## src/hw/rtl/chpt_pkg.sv

```systemverilog
// Shared types, codes and the palette ROM for the color histogram table.
// Used by every module of the block; depends on nothing.
package chpt_pkg;

  // Default sizes handed to the top level parameters
  localparam int TABLE_ENTRIES_DEF = 32;
  localparam int COUNT_BITS_DEF    = 16;

  // Fixed widths of the word fields
  localparam int COLOR_W    = 24;
  localparam int SLOT_W     = 5;
  localparam int SLOT_IDX_W = 6;   // covers the largest table of 36 slots
  localparam int OUT_CNT_W  = 16;
  localparam int PALETTE_SIZE = 36;

  // Item kinds
  localparam logic KIND_COUNT = 1'b0;
  localparam logic KIND_READ  = 1'b1;

  typedef enum logic [2:0] {
    ST_COUNTED    = 3'd0,
    ST_INSERTED   = 3'd1,
    ST_FULL       = 3'd2,
    ST_READ_EMPTY = 3'd3,
    ST_READ_VALID = 3'd4
  } status_t;

  // Word that travels down the row of cells
  typedef struct packed {
    logic                  valid;
    logic                  kind;
    logic [COLOR_W-1:0]    color;
    logic [SLOT_W-1:0]     read_slot;
    logic                  done;
    status_t               status;
    logic [SLOT_IDX_W-1:0] slot_idx;
    logic [OUT_CNT_W-1:0]  count;
  } tok_t;

  // Palette color assigned to a slot index
  function automatic logic [COLOR_W-1:0] palette_color(input logic [SLOT_IDX_W-1:0] idx);
    logic [COLOR_W-1:0] c;
    case (idx)
      6'd0:  c = {8'd0,   8'd0,   8'd0};
      6'd1:  c = {8'd255, 8'd255, 8'd255};
      6'd2:  c = {8'd255, 8'd0,   8'd0};
      6'd3:  c = {8'd0,   8'd255, 8'd0};
      6'd4:  c = {8'd0,   8'd0,   8'd255};
      6'd5:  c = {8'd255, 8'd255, 8'd0};
      6'd6:  c = {8'd0,   8'd255, 8'd255};
      6'd7:  c = {8'd255, 8'd0,   8'd255};
      6'd8:  c = {8'd0,   8'd0,   8'd127};
      6'd9:  c = {8'd0,   8'd127, 8'd0};
      6'd10: c = {8'd0,   8'd127, 8'd127};
      6'd11: c = {8'd127, 8'd0,   8'd0};
      6'd12: c = {8'd127, 8'd0,   8'd127};
      6'd13: c = {8'd127, 8'd127, 8'd0};
      6'd14: c = {8'd127, 8'd127, 8'd127};
      6'd15: c = {8'd255, 8'd255, 8'd127};
      6'd16: c = {8'd255, 8'd127, 8'd255};
      6'd17: c = {8'd255, 8'd127, 8'd127};
      6'd18: c = {8'd127, 8'd255, 8'd255};
      6'd19: c = {8'd127, 8'd255, 8'd127};
      6'd20: c = {8'd127, 8'd127, 8'd255};
      6'd21: c = {8'd127, 8'd127, 8'd127};
      6'd22: c = {8'd255, 8'd255, 8'd63};
      6'd23: c = {8'd255, 8'd63,  8'd255};
      6'd24: c = {8'd255, 8'd63,  8'd63};
      6'd25: c = {8'd63,  8'd255, 8'd255};
      6'd26: c = {8'd63,  8'd255, 8'd63};
      6'd27: c = {8'd63,  8'd63,  8'd255};
      6'd28: c = {8'd63,  8'd63,  8'd63};
      6'd29: c = {8'd127, 8'd127, 8'd63};
      6'd30: c = {8'd127, 8'd63,  8'd127};
      6'd31: c = {8'd127, 8'd63,  8'd63};
      6'd32: c = {8'd63,  8'd127, 8'd127};
      6'd33: c = {8'd63,  8'd127, 8'd63};
      6'd34: c = {8'd63,  8'd63,  8'd127};
      6'd35: c = {8'd63,  8'd63,  8'd127};
      default: c = '0;
    endcase
    return c;
  endfunction

endpackage

```

## src/hw/rtl/chpt_cell.sv

```systemverilog
// One table slot: valid bit, color and saturating count, plus one stage of the word row.
// Depends on chpt_pkg.
module chpt_cell import chpt_pkg::*; #(
  parameter int CELL_IDX   = 0,
  parameter int COUNT_BITS = COUNT_BITS_DEF
) (
  input  logic clk,
  input  logic rst_n,
  input  tok_t tok_i,
  output tok_t tok_o
);

  localparam logic [SLOT_IDX_W-1:0] MY_IDX = SLOT_IDX_W'(CELL_IDX);

  logic                  valid_r, valid_nxt;
  logic [COLOR_W-1:0]    color_r, color_nxt;
  logic [COUNT_BITS-1:0] count_r, count_nxt;
  tok_t                  tok_r, tok_nxt;
  logic                  hit;
  logic                  sel;

  // Match, insert or read against this slot
  always_comb begin
    hit       = valid_r && (color_r == tok_i.color);
    sel       = (SLOT_IDX_W'(tok_i.read_slot) == MY_IDX);
    valid_nxt = valid_r;
    color_nxt = color_r;
    count_nxt = count_r;
    tok_nxt   = tok_i;
    if (tok_i.valid && !tok_i.done) begin
      if (tok_i.kind == KIND_COUNT) begin
        if (hit) begin
          if (count_r != '1) begin
            count_nxt = count_r + COUNT_BITS'(1);
          end
          tok_nxt.done     = 1'b1;
          tok_nxt.status   = ST_COUNTED;
          tok_nxt.slot_idx = MY_IDX;
          tok_nxt.count    = OUT_CNT_W'(count_nxt);
        end else if (!valid_r) begin
          valid_nxt        = 1'b1;
          color_nxt        = tok_i.color;
          count_nxt        = COUNT_BITS'(1);
          tok_nxt.done     = 1'b1;
          tok_nxt.status   = ST_INSERTED;
          tok_nxt.slot_idx = MY_IDX;
          tok_nxt.count    = OUT_CNT_W'(1);
        end
      end else if (sel && valid_r) begin
        tok_nxt.done     = 1'b1;
        tok_nxt.status   = ST_READ_VALID;
        tok_nxt.slot_idx = MY_IDX;
        tok_nxt.color    = color_r;
        tok_nxt.count    = OUT_CNT_W'(count_r);
      end
    end
  end

  // Hold slot state and pass the word on
  always_ff @(posedge clk) begin
    if (!rst_n) begin
      valid_r <= 1'b0;
      count_r <= '0;
      tok_r   <= '0;
    end else begin
      valid_r <= valid_nxt;
      count_r <= count_nxt;
      tok_r   <= tok_nxt;
    end
  end

  // Color needs no reset: it is only compared or read while valid
  always_ff @(posedge clk) begin
    color_r <= color_nxt;
  end

  assign tok_o = tok_r;

endmodule

```

## config.mk

```make
export PLATFORM = sky130hd
export DESIGN_NAME = chpt_cell
export DESIGN_NICKNAME = d
export VERILOG_FILES = /design/src/hw/rtl/chpt_pkg.sv /design/src/hw/rtl/chpt_cell.sv
export SDC_FILE = /design/constraint.sdc
export NUM_CORES = 1
export LEC_CHECK = 0
export ABC_AREA = 1
export BUFFER_PORTS_ARGS = -buffer_cell sky130_fd_sc_hd__buf_2
export CAP_MARGIN = 20
export CORE_MARGIN = 2
export CORE_UTILIZATION = 48
export DETAILED_ROUTE_END_ITERATION = 7
export HOLD_SLACK_MARGIN = 0.12
export PLACE_DENSITY = 0.75
export SLEW_MARGIN = 20
export SYNTH_ARGS = -nofsm -noshare
export SYNTH_HDL_FRONTEND = slang
export SYNTH_SLANG_ARGS = --single-unit
```

## constraint.sdc

```tcl
create_clock -name clk -period 2.4 [get_ports clk]
set_input_delay 0.48 -clock clk [delete_from_list [all_inputs] [get_ports clk]]
set_output_delay 0.48 -clock clk [all_outputs]
set_load 0.05 [all_outputs]
```

==> results.txt, run 1 <==
----------------------------------------------------
[Clock network]
  Number of buffers between clock root and the deepest sink ... 2
  Clock tree from TritonCTS ... yes
  Root Buffer ... clkbuf_8
  Skew-Pair Late Insertion Delay ... 0.37 ns
  Number of clock buffers inserted by TritonCTS ... 9
  Clock transition at the register clock pins on the worst setup and hold paths after CTS ... 0.10 ns
  H-tree lvl count ... 3
  Post-CTS repair timing setup buffer count ... 0
  Clock net sink count ... around 100
  Post-CTS resize count ... 0
  Number of hold buffers added after CTS ... 0

[Power and ir drop]
  Cell Pwr Density ... 617 nW/um^2
  Design Power ... 0.00340 W
  Static leakage ... 2.77 nW
  IR drop worst, VDD ... 0.000371 V

[Detailed routing]
  Routed wire length ... 11600 um
  Number of design rule violations left after detail routing ... 0
  Vias/cell ... 4.91
  Drt first-iter violations ... about 190
  Avg WL per Cell ... 13.0 um
  Length of the first detailed-routing pass in iterations ... 5
  Overall via count from detail_route ... 4384
  Remaining number of nets flagged by the antenna check after routing ... 0

[Floorplan]
  Die outline area ... 10500 sq um
  Io pins ... approximately 120
  Floorplan die height ... roughly 100 um
  Initial standard-cell utilization of the core ... 49.9%
  Horizontal extent of the die ... 102 um
  Number of cell rows ... 35
  Floorplan core area ... 9330 sq um

[Global routing]
  Initial antenna violation count ... 0
  Largest net degree at the start of global routing ... 50
  Vias in the first global route ... 4228
  Global-route wire length before repair ... 19100 um
  Congestion Overflow GR ... 0
  Total track usage ... 22.8%

[Yosys]
  Post-Syn Instances ... roughly 650
  Post-synthesis sequential area ratio ... 47.3%
  Total number of yosys warnings ... 0
  Top cell type's share of synthesized area ... about a third
  Synth top area cells ... dfxtp_1, edfxtp_1, nand2_1
  Cell variety after synth ... 29
  Mean post-synth cell area ... 7.18 sq um
  Post-synthesis register bit count ... 98
  Syn nets ... 708
  Synth Cell Area ... 4650 sq um
  Cell taking the most area after synthesis ... dfxtp_1

[Finish]
  Final Instance Count excl. Fillers ... 893
  Layout-stage area growth over the synthesis result ... 18.4%
  Fraction of layout cells with a size suffix above 1 ... 20.3%
  Number of nets in the final layout ... ~800
  Count of inserted antenna diode cells ... 0
  Number of filler cells placed in the layout ... 891

[Critical path]
  Worst reg2reg path depth ... 11
  Startpoint types ... flop
  Internal reg-to-reg setup slack ... 0.39 ns
  Critical path arrival ... between 2 and 2.5 ns
  CP required ... approximately 2.7 ns
  Critical setup path kind ... reg2reg
  Launching instance or port of the critical path ... count_r[1]
  End of the worst register-to-register path ... tok_o[1]
  Category of the worst setup path capture point ... flop
  Reg-to-reg critical path startpoint ... count_r[1]
  Critical path peak fanout ... 16

[Hold path]
  Worst hold path startpoint ... tok_i[28]
  Capture endpoint of the worst hold path ... tok_o[28]
  Hold Path Cell Cnt ... 3
  Class of the tightest hold or removal check ... in2reg

[Outcome]
  Result of the run ... finished clean

[Placed design]
  Port Buffer Count ... 115
  DP HPWL ... ~8000 um
  Number of cells in the design after placement ... 877
  Weighted congestion at the end of routability-driven global placement ... 0.917

[Timing]
  Final period demand of the worst path ... 2.01 ns
  Setup TNS ... 0 ns
  RSZ-0062 raised after global routing ... no
  Achievable Freq ... roughly 500 MHz
  Final setup vio count ... 0
  Worst max-slew margin expressed relative to the limit ... a little under three fifths
  Slew @ Worst Pin ... about 0.66 ns
  Final Hold Viols ... 0
  Share of the cycle needed by the critical path after routing ... 83.7%
  Setup clock skew after layout ... 0.0155 ns
  Final-report max-slew violation count ... 0

[Flow run]
  Reported max-cap violation count ... 0

----------------------------------------------------
-- worst max-delay path, cell delays in order (launching register included) --
cell	delay, ns
dfxtp_1	0.39
ha_1	0.23
inv_1	0.08
nor2_2	0.21
nand2_1	0.14
nor2_2	0.18
inv_2	0.16
o21ai_0	0.18
nand3_1	0.11
nand2_1	0.10
nand2_1	0.05
a21oi_1	0.11
-- cells in the mapped netlist (all sizes together) --
cell type and number:
a21oi 44, a31oi 1, buf 15, clkbuf 10
clkinv 1, dfxtp 74, edfxtp 24, ha 1
inv 81, nand2 185, nand3 54, nand3b 1
nand4 6, nor2 87, nor4 1, o211ai 1
o21ai 49, o22ai 1, xnor2 4, xor2 8
-- report_power, final --
| group | internal [W] | switching (W) | total [W] |
|---|---|---|---|
| combinational | 0.000158 | 0.000402 | 0.000560 |
| clock | 0.000419 | 0.000614 | 0.00103 |
| sequential | 0.00177 | 0.0000358 | 0.00181 |
-- area by class of cell --
| class | count | area, sq um | area share [%] |
|---|---|---|---|
| clock buffers | 10 | 138 | 2.50 |
| multi-input cells | 443 | 2000 | 36.3 |
| well taps | 129 | 161 | 2.93 |
| clock inverters | 6 | 50.0 | 0.909 |
| inverters | 82 | 308 | 5.59 |
| flip-flops and latches | 98 | 2200 | 40.0 |
| repair buffers | 125 | 651 | 11.8 |
-- worst max-delay path by stage --
stage	endpoint	slack (ns)	depth (start not counted)
CTS	tok_o[1]	0.41	11
detailed placement	tok_o[23]	0.27	12
finish	tok_o[1]	0.39	11
global placement	count_r[0]	0.29	12
floorplan	color_r[0]	0.36	5
global route	tok_o[1]	0.15	11
-- cell usage in the layout (no fill, tap or decap) --
| cell | netlist | layout |
|---|---|---|
| nand4_1 | 6 | 6 |
| ha_1 | 1 | 1 |
| nor2_2 | 6 | 7 |
| xnor2_1 | 4 | 4 |
| o22ai_1 | 1 | 1 |
| nand2_1 | 184 | 184 |
| buf_2 | 6 | 115 |
| clkinv_1 | 1 | 2 |
| o21ai_1 | 12 | 12 |
| nand3b_1 | 1 | 1 |
| nand3_2 | 2 | 2 |
| edfxtp_1 | 24 | 24 |
| inv_8 | 0 | 1 |
| xor2_1 | 8 | 8 |
| clkinv_4 | 0 | 3 |
| nor4_4 | 1 | 1 |
| dfxtp_1 | 74 | 74 |
| clkbuf_8 | 0 | 10 |
| inv_1 | 78 | 78 |
| inv_6 | 0 | 1 |
| a21oi_1 | 44 | 44 |
| nand2_2 | 1 | 1 |
| nand3_1 | 52 | 52 |
| buf_4 | 2 | 10 |
| a31oi_1 | 1 | 1 |
| o211ai_1 | 1 | 1 |
| o21ai_0 | 37 | 37 |
| inv_2 | 3 | 3 |
| nor2_4 | 1 | 1 |
| nor2_1 | 80 | 79 |
-- flip-flops by register name, indices dropped and copies added, names as in the netlist --
register  flops
color_r      24
count_r      16
tok_o        57
valid_r       1
-- layer usage --
layer / vias up / GRT usage, % / routed length [um]
met1: 1972 / 29.0 / 5260
met5: - / 0 / 0
li1: 2268 / - / -
met2: 124 / 39.5 / 5530
met4: 0 / 5.85 / 210
met3: 20 / 4.92 / 623
-- per-stage QoR --
| stage | hold WS (ns) | utilization [%] | instance area, sq um | setup slack [ns] |
|---|---|---|---|---|
| floorplan | 0.493 | - | 4650 | 0.360 |
| finish | 0.303 | 59.0 | 5510 | 0.390 |
| detailed placement | 0.521 | 57.0 | 5320 | 0.266 |
| global route | 0.297 | 59.0 | 5510 | 0.148 |
| global placement | 0.504 | 57.0 | 5320 | 0.289 |
| CTS | 0.296 | 59.0 | 5510 | 0.408 |
-- cells by family (layout without fill, tap and decap cells) --
logic type / Yosys count / after routing / synth area share [%]
AOI/OAI and AO/OA: 96 / 96 / 10.4
adders and majority gates: 1 / 1 / 0.269
buffers and inverters: 107 / 223 / 9.76
DFF: 98 / 98 / 47.3
and+or+nand+nor: 334 / 334 / 29.9
xor gates and xnor gates: 12 / 12 / 2.26
(Power assumes the default switching activity.)
==> run 2: changes to the inputs <==
==> constraint.sdc (replaced) <==
create_clock -name clk -period 1.8 [get_ports clk]
set_input_delay 0.36 -clock clk [delete_from_list [all_inputs] [get_ports clk]]
set_output_delay 0.36 -clock clk [all_outputs]
set_load 0.05 [all_outputs]
==> run 2 against run 1 <==
Final cell count is 2.4% higher. Global-route usage is 1.6 points higher. Worst setup slack worse by 0.33 ns. First-iteration DRC count increased by 27%. Sequential power up 33%. Die area did not move. Combinational power increased by 40%. Count of clock-buffer cells in the layout down 1. Critical endpoint is now tok_o[6].
==> results.txt, run 2 (synthesis gave the netlist of run 1 again) <==
----------------------------------------------------
[Critical path]
  Launching instance or port of the critical path ... color_r[17]
  CP cell instances ... xor2_1 -> nor2_1 -> buf_4 -> nand3_1 -> nor2_4 -> buf_12 -> nand3_1 -> nand2_1 -> nand2_1 -> a21oi_1
  Startpoint types ... flop
  Peak per-stage delay on the critical path ... 0.42 ns (+0.03 ns)
  Critical path peak fanout ... 17 (+1)
  Critical setup path kind ... reg2reg
  Reg-to-reg critical path startpoint ... color_r[17]
  Cell at the slowest stage of the critical path ... edfxtp_1
  Critical path arrival ... 2.05 ns (-0.25 ns)
  Category of the worst setup path capture point ... flop
  CP required ... 2.10 ns (-0.59 ns)

[Timing]
  Final-report max-slew violation count ... 0 (unchanged)
  Final setup vio count ... 0 (unchanged)
  Setup clock skew after layout ... 0.0147 ns (-0.000871 ns)
  Final Hold Viols ... 0 (unchanged)
  RSZ-0062 raised after global routing ... yes
  Worst Setup Slack, final ... 0.0567 ns (-0.333 ns)
  Worst hold margin ... 0.191 ns (-0.112 ns)
  Slew @ Worst Pin ... 0.556 ns (-0.106 ns)
  Share of the cycle needed by the critical path after routing ... 96.9% (+13 points)
  Worst max-slew margin expressed relative to the limit ... 62.9% (+7.1 points)
  Achievable Freq ... 574 MHz (+15%)
  Final period demand of the worst path ... 1.74 ns (-0.267 ns)

[Placed design]
  Port Buffer Count ... 115 (unchanged)
  Weighted congestion at the end of routability-driven global placement ... 0.914 (-0.31%)
  Worst setup slack before clock tree synthesis ... -0.0471 ns (-0.313 ns)
  DP HPWL ... 8630 um (+6.2%)

[Power and ir drop]
  Sequential share of power ... 52.5% (-0.6 points)
  Switching Power ... 0.00146 W (+39%)
  Static leakage ... 2.88 nW (+4.2%)
  Comb pwr share ... 17.1% (+0.6 points)
  Switching share of power ... 31.9% (+0.90 points)
  Power share of the clock group ... 30.4% (about the same)
  Cell Pwr Density ... 795 nW/um^2 (+29%)
  Internal cell power ... 0.00312 W (+33%)
  IR drop worst, VDD ... 0.000480 V (+29%)

[Detailed routing]
  Vias/cell ... 4.94 (+0.53%)
  Number of design rule violations left after detail routing ... 0 (unchanged)
  Remaining number of nets flagged by the antenna check after routing ... 0 (unchanged)
  Length of the first detailed-routing pass in iterations ... 6 (+1)
  Routed wire length ... 12300 um (+5.6%)
  Avg WL per Cell ... 13.4 um (+3.1%)
  Drt first-iter violations ... 238 (+27%)
  Overall via count from detail_route ... 4511 (+2.9%)

[Clock network]
  Clock tree from TritonCTS ... yes
  Root Buffer ... clkbuf_8
  Clock transition at the register clock pins on the worst setup and hold paths after CTS ... 0.11 ns (about the same)
  Skew-Pair Late Insertion Delay ... 0.37 ns (about the same)
  H-tree lvl count ... 3 (unchanged)
  Number of clock buffers inserted by TritonCTS ... 9 (unchanged)
  Clock net sink count ... 98 (unchanged)
  Number of buffers between clock root and the deepest sink ... 2 (unchanged)

[Finish]
  Most frequent cells in the layout ... nand2_1, buf_2, nor2_1, inv_1, dfxtp_1
  Area occupied by registers ... 2200 sq um (unchanged)
  Number of nets in the final layout ... 840 (+2.6%)
  Footprint of the multi-input gates ... 2050 sq um (+2.6%)
  Fraction of layout cells with a size suffix above 1 ... 23.6% (+3.3 points)
  Count of inserted antenna diode cells ... 0 (unchanged)
  Most common cell after layout, fill and taps aside ... nand2_1
  Flip-flop count of the largest register after layout ... 57 (unchanged)
  Layout-stage area growth over the synthesis result ... 23.9%
  Number of filler cells placed in the layout ... 860 (-3.5%)

[Hold path]
  Class of the tightest hold or removal check ... in2reg
  Worst hold path startpoint ... tok_i[29]

[Floorplan]
  Die outline area ... 10500 sq um (unchanged)
  Initial standard-cell utilization of the core ... 49.9% (unchanged)
  Floorplan die height ... 102 um (unchanged)
  Io pins ... 116 (unchanged)
  Horizontal extent of the die ... 102 um (unchanged)
  Floorplan core area ... 9330 sq um (unchanged)
  Number of cell rows ... 35 (unchanged)

[Global routing]
  Total track usage ... 24.4% (+1.6 points)
  Congestion Overflow GR ... 0 (unchanged)
  Global-route wire length before repair ... 20200 um (+5.8%)
  Vias in the first global route ... 4381 (+3.6%)
  Initial antenna violation count ... 0 (unchanged)
  Largest net degree at the start of global routing ... 40 (-20%)

[Flow run]
  Reported max-cap violation count ... 0 (unchanged)

[Outcome]
  Result of the run ... finished clean

----------------------------------------------------
-- run 2: cell type report --
type,count,share of cell area [%]
tap,129,2.80
multi-input combinational,443,35.5
timing repair buffer,146,14.8
clock inverter,7,1.13
inverter,82,5.38
clock buffer,9,2.15
sequential,98,38.2
-- run 2: final timing paths --
kind                             endpoint  slack, ns  cells after the start
worst max-delay path             tok_o[6]       0.06                     10
worst min-delay path            tok_o[29]       0.19                      3
worst max register to register   tok_o[6]       0.06                     10
worst min register to register    valid_r       0.53                      2
-- run 2: stage by stage --
step / total power (W) / instance area, sq um / utilization, % / instances / setup TNS [ns]
final: 0.00459 / 5770 / 61.8 / 914 / 0
after global routing: 0.00478 / 5770 / 61.8 / 914 / -2.60
after CTS: 0.00460 / 5720 / 61.3 / 914 / 0
after detailed placement: 0.00323 / 5520 / 59.2 / 898 / -0.312
after global placement: 0.00321 / 5520 / 59.2 / 898 / -0.0832
after floorplan: 0.00297 / 4660 / - / 648 / 0
-- run 2: repair_timing --
action	in CTS	in global routing
gates resized for setup	4	14
setup buffers	0	0
endpoints found under the setup margin	7	43
hold buffers	0	0
pin swaps	0	4
-- run 2: power by group through the flow --
| stage | registers (W) | clock network [W] | logic, W |
|---|---|---|---|
| finish | 0.00241 | 0.00139 | 0.000785 |
| global placement | 0.00245 | 0 | 0.000760 |
| floorplan | 0.00271 | 0 | 0.000260 |
| CTS | 0.00241 | 0.00141 | 0.000781 |
| global route | 0.00242 | 0.00150 | 0.000857 |
| detailed placement | 0.00246 | 0 | 0.000777 |
-- run 2: worst max-delay path: cells and delay by family, from the launching register on --
kind | cells | cell delay (ns)
DFF | 1 | 0.42
xor gates and xnor gates | 1 | 0.18
AOI/OAI and AO/OA | 1 | 0.13
buffers and inverters | 2 | 0.28
and+or+nand+nor | 6 | 0.68
-- run 2: per-layer routing --
metal	vias to the layer above	track usage, %	wire length (um)
met2	133	41.8	6150
li1	2308	-	-
met5	-	0	0
met4	0	9.23	255
met3	19	4.31	612
met1	2051	30.8	5250
==> run 3: changes to the inputs <==
--- a/config.mk
+++ b/config.mk
@@ -6,13 +6,13 @@
 export NUM_CORES = 1
 export LEC_CHECK = 0
 export ABC_AREA = 1
-export BUFFER_PORTS_ARGS = -buffer_cell sky130_fd_sc_hd__buf_2
 export CAP_MARGIN = 20
 export CORE_MARGIN = 2
-export CORE_UTILIZATION = 48
+export CORE_UTILIZATION = 57
 export DETAILED_ROUTE_END_ITERATION = 7
+export DONT_BUFFER_PORTS = 1
 export HOLD_SLACK_MARGIN = 0.12
-export PLACE_DENSITY = 0.75
+export PLACE_DENSITY = 0.74
 export SLEW_MARGIN = 20
 export SYNTH_ARGS = -nofsm -noshare
 export SYNTH_HDL_FRONTEND = slang
==> run 3 against run 2 <==
Combinational power decreased by 44%. Sequential share of layout area is 1.1 points higher. Worst setup slack worse by 0.025 ns. Critical path type unchanged. Largest cell class unchanged.
==> results.txt, run 3 (synthesis gave the netlist of run 1 again) <==
----------------------------------------------------
[Critical path]
  CP Capture Point ... count_r[2]
  CP cell instances ... xnor2_1 -> nand2_1 -> nor2_1 -> nand3_1 -> nor2_4 -> buf_12 -> nand3_2 -> nand2_1 -> nand2_1 -> nor2_2
  Cell at the slowest stage of the critical path ... edfxtp_1
  CP required ... 2.10 ns (about the same)
  Critical setup path kind ... reg2reg
  Internal reg-to-reg setup slack ... 0.03 ns (-0.03 ns)
  Number of buffer and inverter stages on the critical path ... 1 (-1)
  Critical path peak fanout ... 17 (unchanged)
  Launching instance or port of the critical path ... color_r[22]
  Category of the worst setup path capture point ... flop
  End of the worst register-to-register path ... count_r[2]
  Total stage count of the critical path ... 10 (unchanged)
  Critical path arrival ... 2.07 ns (+0.02 ns)
  Startpoint types ... flop
  Worst path top cell family by delay ... simple AND/OR/NAND/NOR gates
  Peak per-stage delay on the critical path ... 0.46 ns (+0.04 ns)
  Reg-to-reg critical path startpoint ... color_r[22]
  Worst reg2reg path depth ... 10 (unchanged)
  Dominant cell type by count on the critical path ... nand2_1

[Global routing]
  Congestion Overflow GR ... 0 (unchanged)
  Global-route wire length before repair ... 20300 um (+0.96%)
  Largest net degree at the start of global routing ... 40 (unchanged)
  Initial antenna violation count ... 0 (unchanged)
  Total track usage ... 29.3% (+4.8 points)
  Vias in the first global route ... 4383 (+0.046%)

[Finish]
  Fraction of layout cells with a size suffix above 1 ... 10.0% (-14 points)
  Number of nets in the final layout ... 764 (-9.0%)
  Layout-stage area growth over the synthesis result ... 20.5%
  Utilization after layout ... 71.8% (+10 points)
  Flip-flop count of the largest register after layout ... 57 (unchanged)
  Most common cell after layout, fill and taps aside ... nand2_1
  Count of inserted antenna diode cells ... 0 (unchanged)
  Most frequent cells in the layout ... nand2_1, inv_1, nor2_1, dfxtp_1, nand3_1
  Cell area after layout ... 5610 sq um (-2.8%)
  Number of filler cells placed in the layout ... 627 (-27%)

[Power and ir drop]
  Switching share of power ... 30.8% (-1.1 points)
  Power share of the clock group ... 31.2% (+0.8 points)
  Switching Power ... 0.00140 W (-4.4%)
  IR drop worst, VDD ... 0.000758 V (+58%)
  Comb pwr share ... 9.8% (-7.3 points)
  Static leakage ... 2.55 nW (-11%)
  Design Power ... 0.00453 W (-1.1%)
  Cell Pwr Density ... 809 nW/um^2 (+1.7%)
  Sequential share of power ... 59.0% (+6.5 points)
  Internal cell power ... 0.00314 W (+0.43%)

[Placed design]
  Weighted congestion at the end of routability-driven global placement ... 0.995 (+8.9%)
  Worst setup slack before clock tree synthesis ... 0.0391 ns (+0.0862 ns)
  Placed cell areas ... 4830 sq um (-12%)
  DP HPWL ... 7860 um (-9.0%)
  Port Buffer Count ... 0 (-100%)

[Timing]
  Slew @ Worst Pin ... 1.06 ns (+0.504 ns)
  Worst max-slew margin expressed relative to the limit ... 29.4% (-34 points)
  Achievable Freq ... 565 MHz (-1.4%)
  Share of the cycle needed by the critical path after routing ... 98.3% (+1.4 points)
  Setup TNS ... 0 ns (unchanged)
  Final-report max-slew violation count ... 0 (unchanged)
  Final Hold Viols ... 0 (unchanged)
  Final period demand of the worst path ... 1.77 ns (+0.0252 ns)
  RSZ-0062 raised after global routing ... yes
  Final setup vio count ... 0 (unchanged)
  Worst Setup Slack, final ... 0.0315 ns (-0.0252 ns)
  Setup clock skew after layout ... 0.0120 ns (-0.00264 ns)

[Detailed routing]
  Remaining number of nets flagged by the antenna check after routing ... 0 (unchanged)
  Drt first-iter violations ... 228 (-4.2%)
  Met1 routed wirelength after detailed routing ... 4850 um (-7.7%)
  Avg WL per Cell ... 15.8 um (+17%)
  Routed wire length ... 12800 um (+4.2%)
  Top sig layer ... met4
  Overall via count from detail_route ... 4422 (-2.0%)
  Vias/cell ... 5.45 (+10%)
  DR WL met3 ... 800 um (+31%)
  Length of routed met2 wiring ... 6710 um (+9.1%)
  Length of the first detailed-routing pass in iterations ... 5 (-1)
  Number of design rule violations left after detail routing ... 0 (unchanged)

[Clock network]
  Clock tree from TritonCTS ... yes
  Clock net sink count ... 98 (unchanged)
  Clock transition at the register clock pins on the worst setup and hold paths after CTS ... 0.10 ns (about the same)
  Skew-Pair Late Insertion Delay ... 0.36 ns (about the same)
  Number of buffers between clock root and the deepest sink ... 2 (unchanged)
  Number of clock buffers inserted by TritonCTS ... 9 (unchanged)
  Root Buffer ... clkbuf_8
  H-tree lvl count ... 3 (unchanged)

[Floorplan]
  Initial standard-cell utilization of the core ... 59.6% (+9.7 points)
  Io pins ... 116 (unchanged)
  Number of cell rows ... 32 (-8.6%)
  Die outline area ... 8900 sq um (-15%)
  Floorplan core area ... 7810 sq um (-16%)
  Horizontal extent of the die ... 94.3 um (-7.9%)
  Floorplan die height ... 94.3 um (-7.9%)

[Outcome]
  Result of the run ... finished clean

[Hold path]
  Class of the tightest hold or removal check ... in2reg

[Flow run]
  Reported max-cap violation count ... 0 (unchanged)

----------------------------------------------------
-- run 3: final cells by class --
| class | instances | area [sq um] | area share (%) |
|---|---|---|---|
| Clock buffer | 10 | 138 | 2.45 |
| Tap cell | 102 | 128 | 2.28 |
| Clock inverter | 6 | 57.6 | 1.03 |
| Inverter | 82 | 313 | 5.58 |
| Sequential cell | 98 | 2200 | 39.3 |
| Timing Repair Buffer | 70 | 682 | 12.2 |
| Multi-Input combinational cell | 443 | 2090 | 37.2 |
-- run 3: worst reg2reg max path: stages, from the launching register on --
cell,delay (ns)
edfxtp_1,0.46
xnor2_1,0.23
nand2_1,0.07
nor2_1,0.10
nand3_1,0.12
nor2_4,0.16
buf_12,0.16
nand3_2,0.09
nand2_1,0.09
nand2_1,0.07
nor2_2,0.16
-- run 3: worst min-delay path by stage --
stage	cells past startpoint	slack, ns	start	endpoint
after floorplan	2	0.45	tok_i[26]	tok_o[26]
after global placement	2	0.45	tok_i[28]	tok_o[28]
after detailed placement	0	0.46	tok_i[46]	color_r[15]
after CTS	2	0.12	rst_n	count_r[13]
after global routing	2	0.13	rst_n	tok_o[48]
final	2	0.13	rst_n	tok_o[54]
-- run 3: power by group through the flow --
stage	Sequential [W]	Combinational (W)	Clock [W]
after floorplan	0.00271	0.000260	0
after global placement	0.00272	0.000310	0
after detailed placement	0.00273	0.000323	0
after CTS	0.00268	0.000419	0.00144
after global routing	0.00269	0.000495	0.00151
final	0.00268	0.000442	0.00141
-- run 3: layer usage --
metal  up-vias  GRT usage [%]
met1      2055           34.5
met4         0           14.1
met2       173           50.9
met5         -              0
li1       2153              -
met3        41           5.91
-- run 3: per-stage QoR --
step / std cells / hold slack [ns]
floorplan: 648 / 0.453
global placement: 747 / 0.454
detailed placement: 747 / 0.459
CTS: 810 / 0.120
global route: 811 / 0.131
finish: 811 / 0.132
-- run 3: repair_timing --
action | in CTS | in global routing
endpoints found under the hold margin | 60 | 0
endpoints found under the setup margin | 0 | 53
setup buffers | 0 | 1
resized for setup | 0 | 31
hold buffers | 47 | 0
